**config.mk**
```make
export PLATFORM = sky130hd
export DESIGN_NAME = pls_cos_cell
export DESIGN_NICKNAME = d
export VERILOG_FILES = /design/src/sv/pls_pkg.sv /design/src/sv/pls_cos_cell.sv
export SDC_FILE = /design/constraint.sdc
export NUM_CORES = 1
export LEC_CHECK = 0
export BUFFER_PORTS_ARGS = -buffer_cell sky130_fd_sc_hd__buf_2
export CAP_MARGIN = 0
export CORE_AREA = 2 2 290 292
export CTS_CLUSTER_DIAMETER = 40
export DETAILED_ROUTE_END_ITERATION = 8
export DIE_AREA = 0 0 292 294
export PLACE_DENSITY_LB_ADDON = 0.2
export SLEW_MARGIN = 20
export SYNTH_ARGS = -nofsm -noshare
export SYNTH_HDL_FRONTEND = slang
export SYNTH_SLANG_ARGS = --single-unit
```
**constraint.sdc**
```tcl
create_clock -name clk -period 6.15 [get_ports clk]
set_clock_uncertainty 0.05 [all_clocks]
set_input_delay 0.3075 -clock clk [delete_from_list [all_inputs] [get_ports clk]]
set_output_delay 0.3075 -clock clk [all_outputs]
set_load 0.1 [all_outputs]
```
**src/sv/pls_pkg.sv**
```systemverilog
// Package for the point light Lambert shading block.
// Holds payload and pipeline stage types, constants and the per-cell step functions.
// No dependencies.
package pls_pkg;

  localparam int LATENCY = 60;
  localparam int ROOT_CELLS = 32;
  localparam int COS_CELLS = 20;
  localparam logic [28:0] INV_4PI = 29'h145F306E;
  localparam logic [31:0] MAX32 = 32'hFFFF_FFFF;

  typedef enum logic [2:0] {
    CFG_POS_X,
    CFG_POS_Y,
    CFG_POS_Z,
    CFG_RED,
    CFG_GREEN,
    CFG_BLUE,
    CFG_POWER
  } cfg_idx_e;

  typedef struct packed {
    logic signed [31:0] hit_x;
    logic signed [31:0] hit_y;
    logic signed [31:0] hit_z;
    logic signed [15:0] normal_x;
    logic signed [15:0] normal_y;
    logic signed [15:0] normal_z;
    logic [15:0] albedo_red;
    logic [15:0] albedo_green;
    logic [15:0] albedo_blue;
    logic [31:0] diffuse_in_red;
    logic [31:0] diffuse_in_green;
    logic [31:0] diffuse_in_blue;
  } pls_in_t;

  typedef struct packed {
    logic [31:0] illum_red;
    logic [31:0] illum_green;
    logic [31:0] illum_blue;
    logic [31:0] diffuse_out_red;
    logic [31:0] diffuse_out_green;
    logic [31:0] diffuse_out_blue;
    logic facing;
    logic zero_distance;
  } pls_out_t;

  typedef struct packed {
    logic [34:0] rem;
    logic [31:0] low;
    logic [31:0] quo;
    logic [33:0] den;
  } div_lane_t;

  typedef struct packed {
    logic [33:0] rem;
    logic [63:0] src;
    logic [31:0] root;
  } root_lane_t;

  typedef struct packed {
    logic valid;
    logic zero;
    logic facing;
    logic [2:0] sat;
    logic [49:0] cdvd;
    logic [2:0][31:0] dif;
    logic [2:0][15:0] alb;
  } root_ctx_t;

  typedef struct packed {
    root_ctx_t ctx;
    root_lane_t rt;
    div_lane_t [2:0] il;
  } root_stage_t;

  typedef struct packed {
    logic valid;
    logic zero;
    logic facing;
    logic [2:0][31:0] dif;
    logic [2:0][15:0] alb;
    logic [2:0][31:0] il;
  } cos_ctx_t;

  typedef struct packed {
    cos_ctx_t ctx;
    div_lane_t cd;
  } cos_stage_t;

  function automatic div_lane_t div_step(div_lane_t l);
    div_lane_t o;
    logic [34:0] r2;
    logic [34:0] dd;
    o = l;
    r2 = {l.rem[33:0], l.low[31]};
    dd = {1'b0, l.den};
    o.low = {l.low[30:0], 1'b0};
    if (r2 >= dd) begin
      o.rem = r2 - dd;
      o.quo = {l.quo[30:0], 1'b1};
    end else begin
      o.rem = r2;
      o.quo = {l.quo[30:0], 1'b0};
    end
    return o;
  endfunction

  function automatic root_lane_t root_step(root_lane_t l);
    root_lane_t o;
    logic [33:0] r2;
    logic [33:0] t;
    o = l;
    r2 = {l.rem[31:0], l.src[63:62]};
    t = {l.root, 2'b01};
    o.src = {l.src[61:0], 2'b00};
    if (r2 >= t) begin
      o.rem = r2 - t;
      o.root = {l.root[30:0], 1'b1};
    end else begin
      o.rem = r2;
      o.root = {l.root[30:0], 1'b0};
    end
    return o;
  endfunction

endpackage

```
**src/sv/pls_cos_cell.sv**
```systemverilog
// One cell of the cosine divide chain.
// Advances the cosine divide lane by one quotient bit; uses pls_pkg.
module pls_cos_cell import pls_pkg::*; (
  input  logic       clk,
  input  logic       rst_n,
  input  cos_stage_t stage_in,
  output cos_stage_t stage_out
);

  cos_stage_t stage_nxt;
  cos_stage_t stage_r;

  always_comb begin
    stage_nxt = stage_in;
    stage_nxt.cd = div_step(stage_in.cd);
    if (!rst_n) begin
      stage_nxt.ctx.valid = 1'b0;
    end
  end

  always_ff @(posedge clk) begin
    stage_r <= stage_nxt;
  end

  assign stage_out = stage_r;

endmodule

```
Word-level counts from Yosys, hierarchy flattened
Cells that the tools add are included.
Storage, ports and cells
  bits in registers: 375
  input bits: 378
Cells by class
  multiplexer cells: 2
  add/sub/neg operators: 1
  magnitude comparators: 1
Operators by type and width (count)
  $ge A35 B34 Y1: 1
  $mux W35: 1
  $sub A35 B34 Y35: 1
  $mux W1: 1

Depth between registers and ports, before layout
Gate-level depths: netlist (run 1).
  word-level depth: 2
  mapped depth: 14
  depth with buffers taken out: 13

Worst setup path after synthesis (run 1)
OpenSTA, ideal clock, no wires.
  kind: input to register
  start: input port stage_in[97] (netlist bit)
  end: register stage_r, in the netlist stage_out[130]
  setup time: 116 ps
  cell stages on the path: 13
  arrival time: 2585 ps
  slack: 3399 ps
  data required time: 5984 ps
  cells stage by stage: inv_1 -> ha_1 -> inv_1 -> fa_1 -> a21oi_1 -> o211ai_1 -> a2111oi_4 -> o41ai_4 -> a21oi_4 -> nor2b_1 -> a311oi_2 -> xor2_1 -> o21ai_1
RTL lines
  start, declared: line pls_cos_cell.sv:6  | input cos_stage_t stage_in,
  end signal, assigned: line pls_cos_cell.sv:22  | stage_r <= stage_nxt;
  end, declared: line pls_cos_cell.sv:11  | cos_stage_t stage_r;

==> results of run 1 <==
==> routing by layer <==
layer / vias up / part of all wire (%)
met2: 449 / 47
met4: 6 / 4.4
met1: 4662 / 40
met5: - / 0.072
met3: 98 / 8.5
li1: 4885 / -
==> stage by stage <==
| stage | hold slack (ns) | setup slack, ns | cells |
|---|---|---|---|
| 6_report | 0.284 | 2.26 | 3074 |
| 5_1_grt | 0.250 | 1.95 | 3065 |
| 4_1_cts | 0.240 | 2.16 | 3061 |
| 3_5_place_dp | 0.361 | 2.24 | 2552 |
| 3_3_place_gp | 0.360 | 2.23 | 2552 |
| 2_1_floorplan | 0.285 | 3.40 | 737 |
==> worst min-delay path by stage <==
stage	startpoint	end	slack [ns]	cells after the start
after floorplan	stage_in[0]	stage_out[0]$_DFF_P_	0.29	0
after global placement	stage_in[49]	stage_out[50]$_DFF_P_	0.36	1
after detailed placement	stage_in[348]	stage_out[348]$_DFF_P_	0.36	1
after CTS	stage_in[170]	stage_out[170]$_DFF_P_	0.24	2
after global routing	stage_in[135]	stage_out[135]$_DFF_P_	0.25	2
final	stage_in[313]	stage_out[313]$_DFF_P_	0.28	2
==> cells in the mapped netlist (all sizes together) (3+ instances only) <==
cell and n:
a211oi 4, a21o 12, a21oi 42, a311oi 3, a31oi 6, and2 3, and3 3, and4 3
buf 9, clkbuf 7, dfxtp 375, ha 34, inv 43, nand2 55, nand3 10, nand4 3
nor2 8, nor2b 3, nor3 5, o211ai 5, o21ai 51, xnor2 13, xor2 17
==> area by class of cell <==
cell class,instances,area [um2]
Antenna cell,13,32.5
Clock buffer,81,1900
Clock inverter,53,659
Fill cell,8818,61600
Inverter,43,164
Multi-Input combinational cell,303,2170
Sequential cell,375,7510
Tap cell,1080,1350
Timing Repair Buffer,1126,7510
==> cell families (layout without fill, tap and decap cells) <==
kind of cell               Yosys count  count (layout)  share of synthesized area [%]
DFF                                375             375                           75.5
buffers and inverters               59            1303                           2.77
muxes                                1               1                          0.151
xor gates and xnor gates            30              30                           2.64
AOI/OAI and AO/OA                  135             135                           9.75
other                                1              14                         0.0377
adders and majority gates           35              35                           4.48
and+or+nand+nor                    101             101                           4.72
==> worst max-delay path, cell delays in order <==
cell and delay (ns):
dlygate4sd3_1 0.66, buf_2 0.16, inv_1 0.04, ha_1 0.36, a21oi_2 0.31, o22ai_1 0.18
o21ai_1 0.34, a211oi_2 0.19, a31oi_4 0.29, o22ai_2 0.13, a31oi_4 0.36, buf_4 0.60
mux2_4 0.35
==> power groups by stage <==
stage	registers (W)	clock network (W)	logic [W]
floorplan	0.00392	0	0.000234
global placement	0.00270	0	0.00190
detailed placement	0.00269	0	0.00190
CTS	0.00265	0.00424	0.00211
global route	0.00266	0.00436	0.00216
finish	0.00265	0.00412	0.00209
==> summary.txt, run 1 <==
Cells and area
  – Final instance area: 21300 um2
  – Area delta synth->final: 114%
  – Share of cells above drive strength 1: 46.1%
  – Fin util: 25.7%
  – Largest register FFs: 375
  – Fin nets: 2335
  – Most frequent cells in the layout: 750 x buf_2, 375 x dlygate4sd3_1, 375 x dfxtp_1, 73 x clkbuf_16, 55 x nand2_1
  – Most common cell after layout, fill and taps aside: buf_2

Place
  – IO buf count: 750
  – Post-DP Area: 14900 um2
  – DP HPWL: 45.7 mm
  – Final GP Congestion: 0.827

Timing
  – Minimum clock period: 3.89 ns
  – RSZ-0062 raised after global routing: false
  – Fmax: 257 MHz
  – Final hold violations: 0
  – Rel. slew slack: 53.9%
  – Final Cycle Share: 63.3%
  – Setup TNS: 0 ns
  – Final count of negative-setup-slack endpoints: 0
  – Final Slew Violations: 0
  – Measured slew at the worst slew-check pin: 0.691 ns

Pwr
  – Peak supply drop: 222 uV
  – Leakage: 10.0 nW
  – Switching power: 0.00318 W
  – Seq pwr share: 29.9%
  – Logic pwr share: 23.6%
  – Clock power frac: 46.5%
  – Pwr dens: 416 nW/um2
  – Internal: 0.00567 W
  – Net Sw Frac: 36.0%
  – Tot Pwr: 0.00885 W

Clocking
  – Clock root cell: clkbuf_16
  – CTS tree: done
  – H-tree Lvls: 3
  – Clock Sinks: 375
  – Worst-path clk slew: 0.06 ns
  – Clock tree buffer depth: 3
  – Hold bufs inserted after CTS: 375
  – Post-CTS sizing: 0
  – Total CTS buffers: 73
  – Post-CTS setup buffers: 0

Floorplan
  – Full die area: 85800 um2
  – Height of the chip: 294 um
  – Num rows: 106
  – Io pins: 754
  – Die Width: 292 um
  – Core area: 82900 um2
  – Initial Util: 12.0%

GRT
  – GRT met3 Usage: 4.69%
  – Met1 usage: 14.0%
  – GR Util met2: 21.1%
  – Global route total overflow: 0
  – Busiest grt layer: met2
  – Global Route Usage Sum: 12.6%
  – Vias in the first global route: 10900
  – Initial antenna violation count: 17
  – Largest net degree at the start of global routing: 56
  – Global-route wire length before repair: 76.7 mm

Drt
  – Avg WL per Cell: 18.5 um
  – WL final: 56.9 mm
  – DRT antenna net count: 0
  – Initial DRC count: 248
  – First-pass DRT Iterations: 4
  – Vias: 10100
  – DRC: 0
  – Post-DR vias/cell: 3.29

Yosys
  – Post-synthesis cell area: 9950 um2
  – Sequential area share after synthesis: 75.5%
  – Synth async-reset ratio: 0%
  – Mapped Cells: 737
  – Post-synthesis net count: 1150
  – Post-synth EDFFs: 0
  – Cell variety after synth: 55
  – Post-synth top area share: 75.5%
  – Ys flop type: dfxtp_1
  – Synth area leader: dfxtp_1
  – Synth Warn #: 0
  – Synth area leaders: dfxtp_1 75%, ha_1 4.3%, nand2_1 2.1%
  – Flops & latches, synth: 375
  – Mapped Avg Cell Area: 13.5 um2

Run status
  – Status: finished, final reports clean

Critical path
  – CP arrival: 4.31 ns
  – Worst-path maximum fanout: 55
  – CP required: 6.57 ns
  – Endpoint type of the worst setup path: flip-flop
  – CP endpoint: stage_out[99]$_DFF_P_
  – CP startpoint: stage_in[4]
  – Crit Path Category: input port to flip-flop
  – CP startpoint kind: input port

Run
  – Maxcap violations: 0

Hold path
  – Hold crit path type: input port to flip-flop
No activity file was read; power rests on OpenSTA's default activity.
==> run 2: changes to the inputs <==
--- a/config.mk
+++ b/config.mk
@@ -7,10 +7,10 @@
 export LEC_CHECK = 0
 export BUFFER_PORTS_ARGS = -buffer_cell sky130_fd_sc_hd__buf_2
 export CAP_MARGIN = 0
-export CORE_AREA = 2 2 290 292
+export CORE_AREA = 2 2 292 294
 export CTS_CLUSTER_DIAMETER = 40
 export DETAILED_ROUTE_END_ITERATION = 8
-export DIE_AREA = 0 0 292 294
+export DIE_AREA = 0 0 294 296
 export PLACE_DENSITY_LB_ADDON = 0.2
 export SLEW_MARGIN = 20
 export SYNTH_ARGS = -nofsm -noshare
==> constraint.sdc (replaced) <==
create_clock -name clk -period 3.7 [get_ports clk]
set_clock_uncertainty 0.05 [all_clocks]
set_input_delay 0.185 -clock clk [delete_from_list [all_inputs] [get_ports clk]]
set_output_delay 0.185 -clock clk [all_outputs]
set_load 0.1 [all_outputs]
==> summary.txt, run 2 (synthesis gave the netlist of run 1 again) <==
Cells and area
  – Multi-input gate area: 2170 um2
  – Fin util: 25.8%
  – Fill count: 8892
  – Fin cells: 3112
  – Reg area: 7510 um2
  – Most frequent cells in the layout: 750 x buf_2, 375 x dlygate4sd3_1, 375 x dfxtp_1, 83 x clkbuf_16, 55 x nand2_1
  – Most common cell after layout, fill and taps aside: buf_2
  – Final instance area: 21700 um2
  – Largest register FFs: 375
  – Area delta synth->final: 118%
  – Share of cells above drive strength 1: 46.6%
  – Fin nets: 2353

Timing
  – Rel. slew slack: 56.8%
  – Final hold violations: 0
  – Minimum clock period: 3.34 ns
  – Measured slew at the worst slew-check pin: 0.653 ns
  – Final Slew Violations: 0
  – RSZ-0062 raised after global routing: false
  – Setup TNS: 0 ns
  – Fmax: 300 MHz
  – Final count of negative-setup-slack endpoints: 0
  – Final Cycle Share: 90.2%

Hold path
  – Hold crit path type: input port to flip-flop
  – Hold EP: stage_out[218]$_DFF_P_
  – Origin of the worst min-delay path: stage_in[218]
  – Number of cells on the worst hold path: 2

Floorplan
  – Height of the chip: 296 um
  – Full die area: 87000 um2
  – Io pins: 754
  – Num rows: 107
  – Die Width: 294 um
  – Initial Util: 11.8%
  – Core area: 84200 um2

Run status
  – Status: finished, final reports clean

Drt
  – DRT antenna net count: 0
  – DRC: 0
  – Initial DRC count: 297
  – Avg WL per Cell: 18.7 um
  – Post-DR vias/cell: 3.29
  – Vias: 10200
  – First-pass DRT Iterations: 4
  – WL final: 58.2 mm

GRT
  – Global route total overflow: 0
  – Largest net degree at the start of global routing: 29
  – Initial antenna violation count: 22
  – Global Route Usage Sum: 12.7%
  – Global-route wire length before repair: 77.2 mm
  – Vias in the first global route: 10900

Clocking
  – Post-CTS sizing: 0
  – Clock Sinks: 375
  – Post-CTS setup buffers: 0
  – Worst-path clk slew: 0.05 ns
  – Clock root cell: clkbuf_16
  – CTS tree: done
  – H-tree Lvls: 3
  – Hold bufs inserted after CTS: 375
  – Total CTS buffers: 82
  – Clock tree buffer depth: 3

Place
  – Placed Instances: 2571
  – DP HPWL: 47.2 mm
  – Final GP Congestion: 0.781
  – Post-DP Area: 15100 um2
  – IO buf count: 750

Critical path
  – CP startpoint kind: input port
  – CP required: 4.15 ns
  – Crit Path Category: input port to flip-flop
  – Endpoint type of the worst setup path: flip-flop
  – CP arrival: 3.79 ns
  – Worst-path maximum fanout: 28

Pwr
  – Tot Pwr: 0.0154 W
  – Peak supply drop: 315 uV
  – Leakage: 10.2 nW
  – Pwr dens: 711 nW/um2

Run
  – Maxcap violations: 0
run 2: cell count changes in the layout (fill, tap and decap cells not counted), sizes merged:
cell / delta
clkbuf: +19
clkinvlp: +1
clkinv: +8
bufinv: +3
inv: -12
buf: +9
run 2: worst max-delay path by stage:
stage                       from                      to  depth (start not counted)
floorplan           stage_in[97]  stage_out[130]$_DFF_P_                         13
global placement    stage_in[97]  stage_out[130]$_DFF_P_                         15
detailed placement   stage_in[2]  stage_out[129]$_DFF_P_                         13
CTS                  stage_in[6]  stage_out[113]$_DFF_P_                         14
global route         stage_in[6]  stage_out[113]$_DFF_P_                         14
finish               stage_in[2]  stage_out[113]$_DFF_P_                         14
run 2: critical path, cell delays in order:
cell and delay, ns:
dlygate4sd3_1 0.53, buf_2 0.11, inv_1 0.04, ha_1 0.36, nand3b_1 0.30, a211oi_2 0.41
o21ai_1 0.22, a211oi_2 0.41, a31oi_4 0.17, o22ai_2 0.19, a31oi_4 0.19, buf_12 0.20
buf_12 0.16, o31ai_1 0.29
run 2: metrics by stage:
stage / setup slack (ns) / hold slack, ns
2_1_floorplan: 1.07 / 0.163
3_3_place_gp: 0.347 / 0.237
3_5_place_dp: 0.322 / 0.239
4_1_cts: 0.343 / 0.0764
5_1_grt: 0.103 / 0.0936
6_report: 0.362 / 0.150
run 2: cell type report:
cell class | instances | share of cell area, %
Timing Repair Buffer | 1135 | 35.0
Tap cell | 1090 | 6.28
Antenna cell | 13 | 0.150
Clock buffer | 100 | 10.2
Multi-Input combinational cell | 303 | 9.97
Inverter | 43 | 0.755
Clock inverter | 53 | 3.01
Sequential cell | 375 | 34.6
run 2: layer usage:
layer	part of all wire (%)	track usage [%]	vias to the layer above
met3	11	6.40	101
met5	0.12	0	-
met2	47	21.0	481
met1	38	13.9	4716
li1	-	-	4921
met4	3.4	5.00	10
run 2: power breakdown:
part	internal, W	switching (W)
registers	0.00433	0.0000768
clock network	0.00503	0.00253
logic	0.000774	0.00271
