File: src/sv/pls_pkg.sv
// Package for the point light Lambert shading block.
// Holds payload and pipeline stage types, constants and the per-cell step functions.
// No dependencies.
package pls_pkg;

  localparam int LATENCY = 60;
  localparam int ROOT_CELLS = 32;
  localparam int COS_CELLS = 20;
  localparam logic [28:0] INV_4PI = 29'h145F306E;
  localparam logic [31:0] MAX32 = 32'hFFFF_FFFF;

  typedef enum logic [2:0] {
    CFG_POS_X,
    CFG_POS_Y,
    CFG_POS_Z,
    CFG_RED,
    CFG_GREEN,
    CFG_BLUE,
    CFG_POWER
  } cfg_idx_e;

  typedef struct packed {
    logic signed [31:0] hit_x;
    logic signed [31:0] hit_y;
    logic signed [31:0] hit_z;
    logic signed [15:0] normal_x;
    logic signed [15:0] normal_y;
    logic signed [15:0] normal_z;
    logic [15:0] albedo_red;
    logic [15:0] albedo_green;
    logic [15:0] albedo_blue;
    logic [31:0] diffuse_in_red;
    logic [31:0] diffuse_in_green;
    logic [31:0] diffuse_in_blue;
  } pls_in_t;

  typedef struct packed {
    logic [31:0] illum_red;
    logic [31:0] illum_green;
    logic [31:0] illum_blue;
    logic [31:0] diffuse_out_red;
    logic [31:0] diffuse_out_green;
    logic [31:0] diffuse_out_blue;
    logic facing;
    logic zero_distance;
  } pls_out_t;

  typedef struct packed {
    logic [34:0] rem;
    logic [31:0] low;
    logic [31:0] quo;
    logic [33:0] den;
  } div_lane_t;

  typedef struct packed {
    logic [33:0] rem;
    logic [63:0] src;
    logic [31:0] root;
  } root_lane_t;

  typedef struct packed {
    logic valid;
    logic zero;
    logic facing;
    logic [2:0] sat;
    logic [49:0] cdvd;
    logic [2:0][31:0] dif;
    logic [2:0][15:0] alb;
  } root_ctx_t;

  typedef struct packed {
    root_ctx_t ctx;
    root_lane_t rt;
    div_lane_t [2:0] il;
  } root_stage_t;

  typedef struct packed {
    logic valid;
    logic zero;
    logic facing;
    logic [2:0][31:0] dif;
    logic [2:0][15:0] alb;
    logic [2:0][31:0] il;
  } cos_ctx_t;

  typedef struct packed {
    cos_ctx_t ctx;
    div_lane_t cd;
  } cos_stage_t;

  function automatic div_lane_t div_step(div_lane_t l);
    div_lane_t o;
    logic [34:0] r2;
    logic [34:0] dd;
    o = l;
    r2 = {l.rem[33:0], l.low[31]};
    dd = {1'b0, l.den};
    o.low = {l.low[30:0], 1'b0};
    if (r2 >= dd) begin
      o.rem = r2 - dd;
      o.quo = {l.quo[30:0], 1'b1};
    end else begin
      o.rem = r2;
      o.quo = {l.quo[30:0], 1'b0};
    end
    return o;
  endfunction

  function automatic root_lane_t root_step(root_lane_t l);
    root_lane_t o;
    logic [33:0] r2;
    logic [33:0] t;
    o = l;
    r2 = {l.rem[31:0], l.src[63:62]};
    t = {l.root, 2'b01};
    o.src = {l.src[61:0], 2'b00};
    if (r2 >= t) begin
      o.rem = r2 - t;
      o.root = {l.root[30:0], 1'b1};
    end else begin
      o.rem = r2;
      o.root = {l.root[30:0], 1'b0};
    end
    return o;
  endfunction

endpackage

File: src/sv/pls_root_cell.sv
// One cell of the square root and illumination divide chain.
// Advances the root lane and three divide lanes by one bit; uses pls_pkg.
module pls_root_cell import pls_pkg::*; (
  input  logic        clk,
  input  logic        rst_n,
  input  root_stage_t stage_in,
  output root_stage_t stage_out
);

  root_stage_t stage_nxt;
  root_stage_t stage_r;

  always_comb begin
    stage_nxt = stage_in;
    stage_nxt.rt = root_step(stage_in.rt);
    for (int i = 0; i < 3; i++) begin
      stage_nxt.il[i] = div_step(stage_in.il[i]);
    end
    if (!rst_n) begin
      stage_nxt.ctx.valid = 1'b0;
    end
  end

  always_ff @(posedge clk) begin
    stage_r <= stage_nxt;
  end

  assign stage_out = stage_r;

endmodule

File: config.mk
export PLATFORM = sky130hd
export DESIGN_NAME = pls_root_cell
export DESIGN_NICKNAME = d
export VERILOG_FILES = /design/src/sv/pls_pkg.sv /design/src/sv/pls_root_cell.sv
export SDC_FILE = /design/constraint.sdc
export NUM_CORES = 1
export LEC_CHECK = 0
export ABC_CLOCK_PERIOD_IN_PS = 2300
export BUFFER_PORTS_ARGS = -buffer_cell sky130_fd_sc_hd__buf_2
export CAP_MARGIN = 15
export CELL_PAD_IN_SITES_DETAIL_PLACEMENT = 1
export CELL_PAD_IN_SITES_GLOBAL_PLACEMENT = 2
export CORE_AREA = 2 2 565 567
export DETAILED_ROUTE_END_ITERATION = 16
export DIE_AREA = 0 0 567 569
export PLACE_DENSITY_LB_ADDON = 0.08
export SYNTH_ARGS = -nofsm -noshare
export SYNTH_HDL_FRONTEND = slang
export SYNTH_SLANG_ARGS = --single-unit
File: constraint.sdc
create_clock -name clk -period 2.3 [get_ports clk]
set_input_delay 0 -clock clk [delete_from_list [all_inputs] [get_ports clk]]
set_output_delay 0 -clock clk [all_outputs]
set_load 0.005 [all_outputs]
; ---- Yosys cells after proc, flatten, opt, wreduce, memory -nomap -nowiden
; Index checks and enable logic that the tools add are counted.
[op_classes]
add_sub_neg = 4
multipliers = 0
div = 0
n_lt_le_gt_ge = 4
n_eq_ne = 0
shift = 0
n_mux = 8
bitwise = 0
n_reduce_logical = 0
[ops]
columns = operator, n
row1 = 35-bit by 34-bit >= comparator with 1-bit output, 3
row2 = 35-bit two-way mux, 3
row3 = 35-bit by 34-bit subtractor with 35-bit output, 3
row4 = 34-bit >= comparator, 1
row5 = 34-bit two-way mux, 1
row6 = 34-bit subtractor, 1
row7 = 1-bit two-way mux, 4
[totals]
register_bits = 724
latch_bits = 0
mem_bits_rw = 0
rom_bits = 0
out_inout_bits = 729
elab_cells = 42
n_memories = 0

; ---- Depth between registers and ports, before layout
; Gate-level depths: netlist (run 1).
[logic_depth]
depth_word = 2
mapped_depth = 15

; ---- Least setup slack after synthesis (run 1)
; OpenSTA, ideal clock, no wires.
[synth_timing]
kind = input to register
start = input stage_in[363] (netlist bit)
end = register stage_r, in the netlist stage_out[394]
arrival_time_ps = 2380
required_ps = 2179
slack_ps = -201
path_stages = 12
n_path_buf = 0
cell_sequence = inv_1 -> ha_1 -> inv_1 -> fa_1 -> a211oi_1 -> o21ai_0 -> a41oi_1 -> o211ai_1 -> a31oi_1 -> o31ai_1 -> xor2_1 -> mux2_2
[synth_lines]
columns = item, line
row1 = "start, declared", pls_root_cell.sv:6  ; input root_stage_t stage_in,
row2 = "end signal, assigned", pls_root_cell.sv:25  ; stage_r <= stage_nxt;
row3 = "end, declared", pls_root_cell.sv:11  ; root_stage_t stage_r;

==> results of run 1 <==
[final cells by class]
type                            count  share of cell area [%]
Sequential cell                   724                    24.5
Inverter                          174                    1.13
Clock inverter                     45                    1.15
Multi-Input combinational cell   1232                    15.3
Tap cell                         4180                    8.85
Antenna cell                       44                   0.186
Timing Repair Buffer             3383                    43.3
Clock buffer                      161                    5.53
[synth_stat cells, types with 9 or more instances]
master / n / area (um2)
dfxtp_1: 724 / 14500
a211oi_1: 11 / 82.6
a31oi_1: 19 / 119
xnor2_1: 71 / 622
nand2b_1: 16 / 100
buf_2: 21 / 105
nand4_1: 19 / 119
clkbuf_1: 27 / 101
nor3_1: 16 / 80.1
o21bai_1: 21 / 158
buf_4: 11 / 82.6
nor2b_1: 15 / 93.8
xor2_1: 49 / 429
a21o_1: 64 / 480
inv_1: 173 / 649
nand2_1: 90 / 338
a21oi_1: 223 / 1120
mux2_2: 24 / 270
nor2_1: 155 / 582
and3_1: 12 / 75.1
o21a_1: 12 / 90.1
o211ai_1: 12 / 90.1
o21ai_0: 80 / 400
ha_1: 136 / 1700
nand3_1: 36 / 180
nor4_1: 9 / 56.3
[stage by stage]
stage                     area, um2  setup TNS (ns)  total power [mW]
final                         59100               0              42.6
after global routing          59000         -0.0842              45.0
after CTS                     58100               0              43.8
after detailed placement      40200          -77.14              21.8
after global placement        40200          -76.98              21.9
after floorplan               24100         -0.0275              16.7
[per-layer routing]
metal | part of all wire [%] | global-route usage [%]
met5 | 0.13 | 0
met2 | 49 | 23.6
met3 | 10 | 6.08
met1 | 38 | 14.0
met4 | 3.3 | 3.89
[logic make-up (layout without fill, tap and decap cells)]
family / Yosys count / count (layout) / share of synthesized area [%]
other: 1 / 49 / 0.0157
muxes: 36 / 36 / 1.69
adders and majority gates: 139 / 139 / 7.35
AOI/OAI and AO/OA: 526 / 526 / 14.0
DFF: 724 / 724 / 60.5
buffers and inverters: 237 / 3763 / 4.09
and+or+nand+nor: 406 / 406 / 7.98
xor gates and xnor gates: 120 / 120 / 4.39
[what timing repair did]
item,CTS,global route
buffers inserted,0,9
endpoints found under the setup margin,0,125
resized for setup,0,105
hold endpoints to repair,723,52
hold buffers,1391,24
[power groups by stage]
stage               Clock, mW  Combinational (mW)  Sequential, mW
floorplan                   0                2.36            14.3
global placement            0                7.57            14.3
detailed placement          0                7.48            14.3
CTS                      20.0                9.68            14.1
global route             20.3                10.6            14.1
finish                   18.9                9.62            14.0
[how the worst min path moves through the flow]
stage / startpoint / end / slack (ns) / cells after the start
final: stage_in[144] / stage_out[144]$_DFF_P_ / -0.73 / 1
after global routing: stage_in[133] / stage_out[133]$_DFF_P_ / -0.81 / 1
after CTS: stage_in[133] / stage_out[133]$_DFF_P_ / -0.85 / 1
after detailed placement: stage_in[710] / stage_out[710]$_DFF_P_ / 0.10 / 1
after global placement: stage_in[349] / stage_out[350]$_DFF_P_ / 0.10 / 1
after floorplan: stage_in[0] / stage_out[0]$_DFF_P_ / 0.03 / 0
[placed cells by master (no fill, tap or decap), drive strengths merged, types with 18 or more instances in the layout]
master / n
nand4: 19
clkbuf: 168
a21oi: 225
ha: 136
o21bai: 21
xor2: 49
nand3: 37
mux2: 33
clkinv: 18
dfxtp: 724
dlygate4sd3: 1406
diode: 44
nand2: 90
a31oi: 20
xnor2: 71
buf: 1968
inv: 176
a21o: 66
o21ai: 88
nor2: 157
==> metrics.md, run 1 <==
| Metric | Value |
|---|---|
| Status | `complete, but fails checks` |
| Violated checks | `negative hold slack` |
| Initial core utilization | `7.56%` |
| Slew HR | `53.2%` |
| Setup slack after layout | `0.0267 ns` |
| Reg clk slew, reported paths | `0.06 ns` |
| Syn Inst Count | `2,189` |
| Area of the die | `0.323 mm2` |
| Buf/Inv on CP | `5` |
| Multi-input combinational cell area | `0.00906 mm2` |
| CTS Buf Count | `113` |
| Max-Cap Viols | `0` |
| Root buf cell | `clkbuf_16` |
| Yosys cell types | `90` |
| Starting DRT DRC Count | `715` |
| Final routed DRC violation total | `0` |
| Final period util | `98.8%` |
| Max-slew violations | `0` |
| Slowest cell on the critical path | `dlygate4sd3_1` |
| Fill cell count | `36,900` |
| Via/cell ratio | `3.02` |
| HP Class | `in -> reg` |
| Final Util | `18.7%` |
| Row Count | `207` |
| Top Family by Delay on Critical Path | `buffers and inverters` |
| Sequential share of power | `32.9%` |
| Max Fclk | `440 MHz` |
| Crit Path Max Fanout | `13` |
| Final nets | `6,498` |
| PwrDens | `720 mW/mm2` |
| Depth of the CTS H-tree | `3` |
| Vias | `30,100` |
| Worst-path cell chain | `dlygate4sd3_1 > buf_2 > inv_1 > ha_4 > nand2_2 > o21a_4 > o221a_4 > and3_4 > nor2_4 > a311oi_4 > o21ai_4 > buf_12 > buf_12 > mux2_1` |
| Post-Layout Cell Count | `9,943` |
| Leak pwr | `26.9 nW` |
| Layout area overhead | `147%` |
| Hold Fails Final Rpt | `30` |
| Die W | `567 um` |
| CP Launch Type | `primary input` |
| Drt wl/cell | `22.4 um` |
| Post-Route WL | `223 mm` |
| Yosys warns | `0` |
| Post-route ant nets | `0` |
| RSZ-0062 raised after global routing | `yes` |
| Setup crit start | `stage_in[143]` |
| Setup crit end | `stage_out[252]$_DFF_P_` |
| Post-Syn Area | `0.0240 mm2` |
| EDFF count, synth | `0` |
| Net Switching | `12.4 mW` |
| Vias in the first global route | `33,100` |
| PortBufs | `1,446` |
| Layout cells sized above 1 | `40.4%` |
| CTS sink cnt | `724` |
| CP required | `3.03 ns` |
| Largest net degree at the start of global routing | `32` |
| Clock power share | `44.5%` |
| First-pass GRT wire length | `293 mm` |
| Die height | `569 um` |
| Ys async rst share | `0%` |
| Gpl congestion | `0.780` |
| Crit end category | `flop` |
| Gr usage total | `13.3%` |
| Inst Count DP | `8,270` |
| Yosys reg bits | `724` |
| Global route total overflow | `0` |
| Ys flop type | `dfxtp_1` |
| Register area share after synthesis | `60.5%` |
| Combinational share of power | `22.6%` |
| P_int | `30.2 mW` |
| CTS Buffer Depth | `4` |
| Worst-Margin Slew | `0.701 ns` |
| Worst EP arrival | `3.00 ns` |
| Initial antenna violation count | `140` |
| Avg Cell Area, Syn | `10.9 um2` |
| Ports | `1,460` |
| Number of flip-flops under the largest register name | `724` |
| Pre-CTS WS | `-0.845 ns` |
| Core Footprint | `0.317 mm2` |
| CP max stage delay | `0.54 ns` |
| WS Path Type | `in -> reg` |
| Detail Placement HPWL | `188 mm` |
| Most used cell, CP | `buf_12` |
| Worst path depth | `14` |
| Pre-antenna DRT Iters | `4` |
| Min Tclk post-route | `2.27 ns` |
| Switching share of power | `29.0%` |
| CTS tree | `yes` |
| Hold Slack | `-0.733 ns` |
| VDD IR-drop max | `0.593 mV` |
| Register Area | `0.0145 mm2` |
| Final setup viols | `0` |
Power figures use the tool's default switching activity.
==> inputs of run 2 (changes only) <==
--- a/config.mk
+++ b/config.mk
@@ -14,6 +14,7 @@
 export DETAILED_ROUTE_END_ITERATION = 16
 export DIE_AREA = 0 0 567 569
 export PLACE_DENSITY_LB_ADDON = 0.08
+export REMOVE_ABC_BUFFERS = 1
 export SYNTH_ARGS = -nofsm -noshare
 export SYNTH_HDL_FRONTEND = slang
 export SYNTH_SLANG_ARGS = --single-unit
==> run 2 against run 1 <==
  * The flow still finishes with violations (negative hold slack)
  * Via count decreased by 0.51%
  * Wire length decreased by 5.4%
  * Sequential power about the same
  * Clock-buffer cell count is 7 lower
  * Clock power decreased by 5%
  * Hold slack got worse by 0.013 ns
  * Combinational power about the same
  * Highest routed layer unchanged
==> metrics.md, run 2 (synthesized netlist as in run 1, its figures left out) <==
| Metric | Value |
|---|---|
| Layout cells sized above 1 | `40.6%` |
| Ports | `1,460` |
| Inst Count DP | `8,270` |
| Final nets | `6,466` |
| Hold Fails Final Rpt | `50` |
| CP max stage delay | `0.61 ns` |
| Commonest non-fill, non-tap cells in the layout | `buf_2, dlygate4sd3_1, dfxtp_1` |
| Via/cell ratio | `3.02` |
| Final setup viols | `0` |
| Vias | `29,900` |
| Gpl congestion | `0.799` |
| PortBufs | `1,446` |
| Violated checks | `negative hold slack` |
| Most common cell after layout, fill and taps aside | `buf_2` |
| Worst EP arrival | `2.96 ns` |
| CP required | `2.99 ns` |
| Root buf cell | `clkbuf_16` |
| Core Footprint | `0.317 mm2` |
| Hold Slack | `-0.746 ns` |
| Max-slew violations | `0` |
| CTS Buf Count | `110` |
| Status | `complete, but fails checks` |
| Crit end category | `flop` |
| VDD IR-drop max | `0.583 mV` |
| Slowest cell on the critical path | `dlygate4sd3_1` |
| Initial core utilization | `7.56%` |
| Max Fclk | `441 MHz` |
| PwrDens | `709 mW/mm2` |
| CP Launch Type | `primary input` |
| CTS Buffer Depth | `4` |
| Min Tclk post-route | `2.27 ns` |
| WS Path Type | `in -> reg` |
| Die height | `569 um` |
| Row Count | `207` |
| Worst-Margin Slew | `0.535 ns` |
| Leak pwr | `26.7 nW` |
| First-pass GRT wire length | `279 mm` |
| Number of flip-flops under the largest register name | `724` |
| Final routed DRC violation total | `0` |
| Fill cell count | `37,000` |
| CTS sink cnt | `724` |
| Largest net degree at the start of global routing | `30` |
| Post-Route WL | `211 mm` |
| Tot Pwr | `41.5 mW` |
| Detail Placement HPWL | `175 mm` |
| Area of the die | `0.323 mm2` |
| Final period util | `98.7%` |
| HP Class | `in -> reg` |
| Post-Layout Cell Count | `9,897` |
| Vias in the first global route | `33,000` |
| Slew HR | `63.9%` |
| Worst-path cell chain | `dlygate4sd3_1 > buf_2 > ha_4 > nand2_1 > o221ai_2 > a31oi_2 > nand2b_1 > nand3_1 > and2_4 > a41o_4 > buf_12 > mux2_2` |
| Max-Cap Viols | `0` |
| Post-route ant nets | `0` |
| Gr usage total | `12.5%` |
| Die W | `567 um` |
| Layout area overhead | `144%` |
| Starting DRT DRC Count | `717` |
| Reg clk slew, reported paths | `0.06 ns` |
| Initial antenna violation count | `106` |
| Global route total overflow | `0` |
| Pre-antenna DRT Iters | `4` |
| CTS tree | `yes` |
| RSZ-0062 raised after global routing | `yes` |
| Drt wl/cell | `21.3 um` |
| Depth of the CTS H-tree | `3` |
| Crit Path Max Fanout | `9` |
==> run 2: cell types whose count changed in the layout (fill, tap and decap cells not counted), sizes merged <==
cell          delta
buf             +13
dlygate4sd3     -40
diode            -8
clkbuf           -7
dlymetal6s4s     -2
bufinv           -6
clkinv           +1
inv              +3
==> run 2: area by class of cell <==
class                   instances  area [um2]  area share [%]
flip-flops and latches        724       14500            24.8
inverters                     174         653            1.12
clock buffers                 154        3170            5.42
repair buffers               3354       25300            43.3
diodes                         36        90.1           0.154
clock inverters                43         544           0.930
multi-input cells            1232        8990            15.4
well taps                    4180        5230            8.94
==> run 2: what timing repair did <==
item	4_1_cts	5_1_grt
resized for setup	7	96
buffers inserted	1	20
cloned	0	7
setup endpoints to repair	13	106
pin swaps	4	34
hold endpoints to repair	723	67
hold buffers	1347	24
==> run 2: worst max-delay path, delay by kind of cell <==
kind                     cells  cell delay (ns)
adder cells (fa/ha/maj)      1             0.28
multiplexers                 1             0.35
AND/OR/NAND/NOR              4             0.56
AO/OA/AOI/OAI                3             0.77
buffers and inverters        3             1.00
==> run 2: through the flow <==
step                      cell area, um2  util (%)  hold slack (ns)  setup WS [ns]   TNS, ns
after floorplan                    23600         -           0.0277          -1.09    -93.37
after global placement             40100      12.7            0.103          -1.46    -88.80
after detailed placement           40100      12.7            0.104          -1.49    -90.90
after CTS                          57400      18.1           -0.873        -0.0169   -0.0416
after global routing               58500      18.5           -0.835       -0.00652  -0.00715
final                              58500      18.5           -0.746         0.0304         0
==> run 2: power by group <==
group | internal (mW) | switching, mW | total (mW) | leakage (nW)
logic | 5.09 | 4.55 | 9.64 | 18.8
registers | 13.6 | 0.284 | 13.9 | 6.11
clock network | 10.6 | 7.32 | 17.9 | 1.80
==> run 2: path summary, 6_finish.rpt <==
path                 startpoint                      to  slack [ns]  cells past startpoint
setup / recovery  stage_in[376]  stage_out[394]$_DFF_P_        0.03                     12
hold / removal    stage_in[133]  stage_out[133]$_DFF_P_       -0.75                      1
==> run 2: layer usage <==
layer	part of all wire (%)	global-route usage, %	up-vias
li1	-	-	14300
met1	35	12.2	14200
met2	55	24.8	995
met3	6.6	3.76	314
met4	3.9	4.02	72
met5	0.23	0	-
==> inputs of run 3 (changes only) <==
--- a/config.mk
+++ b/config.mk
@@ -13,7 +13,7 @@
 export CORE_AREA = 2 2 565 567
 export DETAILED_ROUTE_END_ITERATION = 16
 export DIE_AREA = 0 0 567 569
-export PLACE_DENSITY_LB_ADDON = 0.08
+export PLACE_DENSITY_LB_ADDON = 0.1
 export REMOVE_ABC_BUFFERS = 1
 export SYNTH_ARGS = -nofsm -noshare
 export SYNTH_HDL_FRONTEND = slang
==> run 3 against run 2 <==
  * The flow still finishes with violations (negative hold slack)
  * Global-route usage is 0.60 points higher
  * Combinational power is 2.2% lower
  * Non-clock buffer count is 30 lower
  * Critical path depth is 2 higher
  * Die area stayed put
  * Critical endpoint is now stage_out[263]$_DFF_P_
  * Largest power group unchanged
==> metrics.md, run 3 (synthesized netlist as in run 1, its figures left out) <==
| Metric | Value |
|---|---|
| Status | `complete, but fails checks` |
| Violated checks | `negative hold slack` |
| Die W | `567 um` |
| Max-slew violations | `0` |
| Crit Path Max Fanout | `8` |
| Slowest cell on the critical path | `dlygate4sd3_1` |
| Detail Placement HPWL | `184 mm` |
| Worst EP arrival | `2.93 ns` |
| Reg clk slew, reported paths | `0.06 ns` |
| Vias | `29,700` |
| Via/cell ratio | `3.01` |
| Initial antenna violation count | `116` |
| Crit end category | `flop` |
| RSZ-0062 raised after global routing | `yes` |
| Min Tclk post-route | `2.24 ns` |
| Number of flip-flops under the largest register name | `724` |
| Row Count | `207` |
| Final period util | `97.4%` |
| Vias in the first global route | `33,200` |
| Post-route ant nets | `0` |
| Drt wl/cell | `22.2 um` |
| Gpl congestion | `0.814` |
| Worst-path cell chain | `buf_2 > dlygate4sd3_1 > ha_1 > a21oi_1 > o21ai_1 > nor2_1 > and3_4 > nor2_4 > a311oi_4 > o21ai_4 > buf_4 > buf_4 > o21ai_0 > nand4_1` |
| Layout cells sized above 1 | `40.5%` |
| CP required | `2.99 ns` |
| Setup TNS | `0 ns` |
| CP Launch Type | `primary input` |
| CTS Buf Count | `110` |
| Depth of the CTS H-tree | `3` |
| PortBufs | `1,446` |
| Initial core utilization | `7.56%` |
| Post-Route WL | `219 mm` |
| Largest net degree at the start of global routing | `47` |
| CP max stage delay | `0.64 ns` |
| Tot Pwr | `41.8 mW` |
| Layout area overhead | `142%` |
| Most used cell, CP | `buf_4` |
| Max Fclk | `447 MHz` |
| First-pass GRT wire length | `289 mm` |
| Buf/Inv on CP | `4` |
| WHS Path Cells | `1` |
| Top Family by Delay on Critical Path | `buffers and inverters` |
| Max-Cap Viols | `0` |
| CTS sink cnt | `724` |
| VDD IR-drop max | `0.686 mV` |
| Gr usage total | `13.1%` |
| CTS Buffer Depth | `4` |
| PwrDens | `720 mW/mm2` |
| Hold Fails Final Rpt | `54` |
| Global route total overflow | `0` |
| Final routed DRC violation total | `0` |
| Min-delay src | `stage_in[134]` |
| Starting DRT DRC Count | `775` |
| Final nets | `6,436` |
| Leak pwr | `26.5 nW` |
| Final setup viols | `0` |
| WS Path Type | `in -> reg` |
| CTS tree | `yes` |
| Ports | `1,460` |
| Slew HR | `62.3%` |
| Pre-antenna DRT Iters | `4` |
| Hold Slack | `-0.735 ns` |
| Most common cell after layout, fill and taps aside | `buf_2` |
| Core Footprint | `0.317 mm2` |
| Die height | `569 um` |
| Min-Delay Endpoint | `stage_out[134]$_DFF_P_` |
| Root buf cell | `clkbuf_16` |
| Worst-Margin Slew | `0.560 ns` |
| Area of the die | `0.323 mm2` |
| Commonest non-fill, non-tap cells in the layout | `buf_2, dlygate4sd3_1, dfxtp_1` |
| HP Class | `in -> reg` |
==> run 3: changes by cell type in the layout (fill, tap and decap cells not counted), moves of 4 or more <==
cell,change
dlygate4sd3_1,-18
ha_2,+5
ha_4,-5
buf_12,-4
bufinv_16,+4
clkbuf_16,-4
==> run 3: layer usage <==
| layer | vias to the layer above | GRT usage, % | wire length, um |
|---|---|---|---|
| li1 | 14300 | - | - |
| met1 | 14000 | 13.0 | 76000 |
| met2 | 1026 | 25.7 | 118000 |
| met3 | 312 | 4.21 | 16300 |
| met4 | 70 | 4.07 | 7710 |
| met5 | - | 0 | 434 |
==> run 3: cell type report <==
type	count	area [um2]
multi-input combinational	1232	8860
antenna	37	92.6
inverter	174	658
clock inverter	48	661
tap	4180	5230
clock buffer	152	3160
fill	37000	259000
timing repair buffer	3324	24900
sequential	724	14500
==> run 3: timing repair <==
action,in CTS,in global routing
gates cloned,0,2
endpoints found under the hold margin,722,76
gates resized for setup,4,77
hold buffers,1317,37
pin swaps,1,15
setup endpoints to repair,9,96
setup buffers,1,4
==> run 3: where the power goes <==
part | leakage (nW) | internal [mW] | switching (mW)
Combinational | 18.6 | 4.94 | 4.49
Sequential | 6.11 | 13.6 | 0.376
Clock | 1.84 | 11.0 | 7.34
Total | 26.5 | 29.6 | 12.2
==> run 3: worst max path at each step <==
| stage | startpoint | endpoint | cells past startpoint |
|---|---|---|---|
| 2_1_floorplan | stage_in[401] | stage_out[499]$_DFF_P_ | 10 |
| 3_3_place_gp | stage_in[363] | stage_out[394]$_DFF_P_ | 16 |
| 3_5_place_dp | stage_in[363] | stage_out[394]$_DFF_P_ | 16 |
| 4_1_cts | stage_in[286] | stage_out[367]$_DFF_P_ | 14 |
| 5_1_grt | stage_in[286] | stage_out[398]$_DFF_P_ | 15 |
| 6_report | stage_in[250] | stage_out[263]$_DFF_P_ | 14 |
==> run 3: metrics by stage <==
stage / utilization [%] / instance area, um2 / hold slack, ns / setup slack, ns / instances
after floorplan: - / 23600 / 0.0277 / -1.09 / 2130
after detailed placement: 12.7 / 40200 / 0.104 / -1.41 / 8279
after CTS: 18.1 / 57200 / -0.859 / 0.00343 / 9797
final: 18.3 / 58100 / -0.735 / 0.0604 / 9871
after global routing: 18.3 / 58000 / -0.810 / -0.0423 / 9847
after global placement: 12.7 / 40200 / 0.102 / -1.48 / 8279
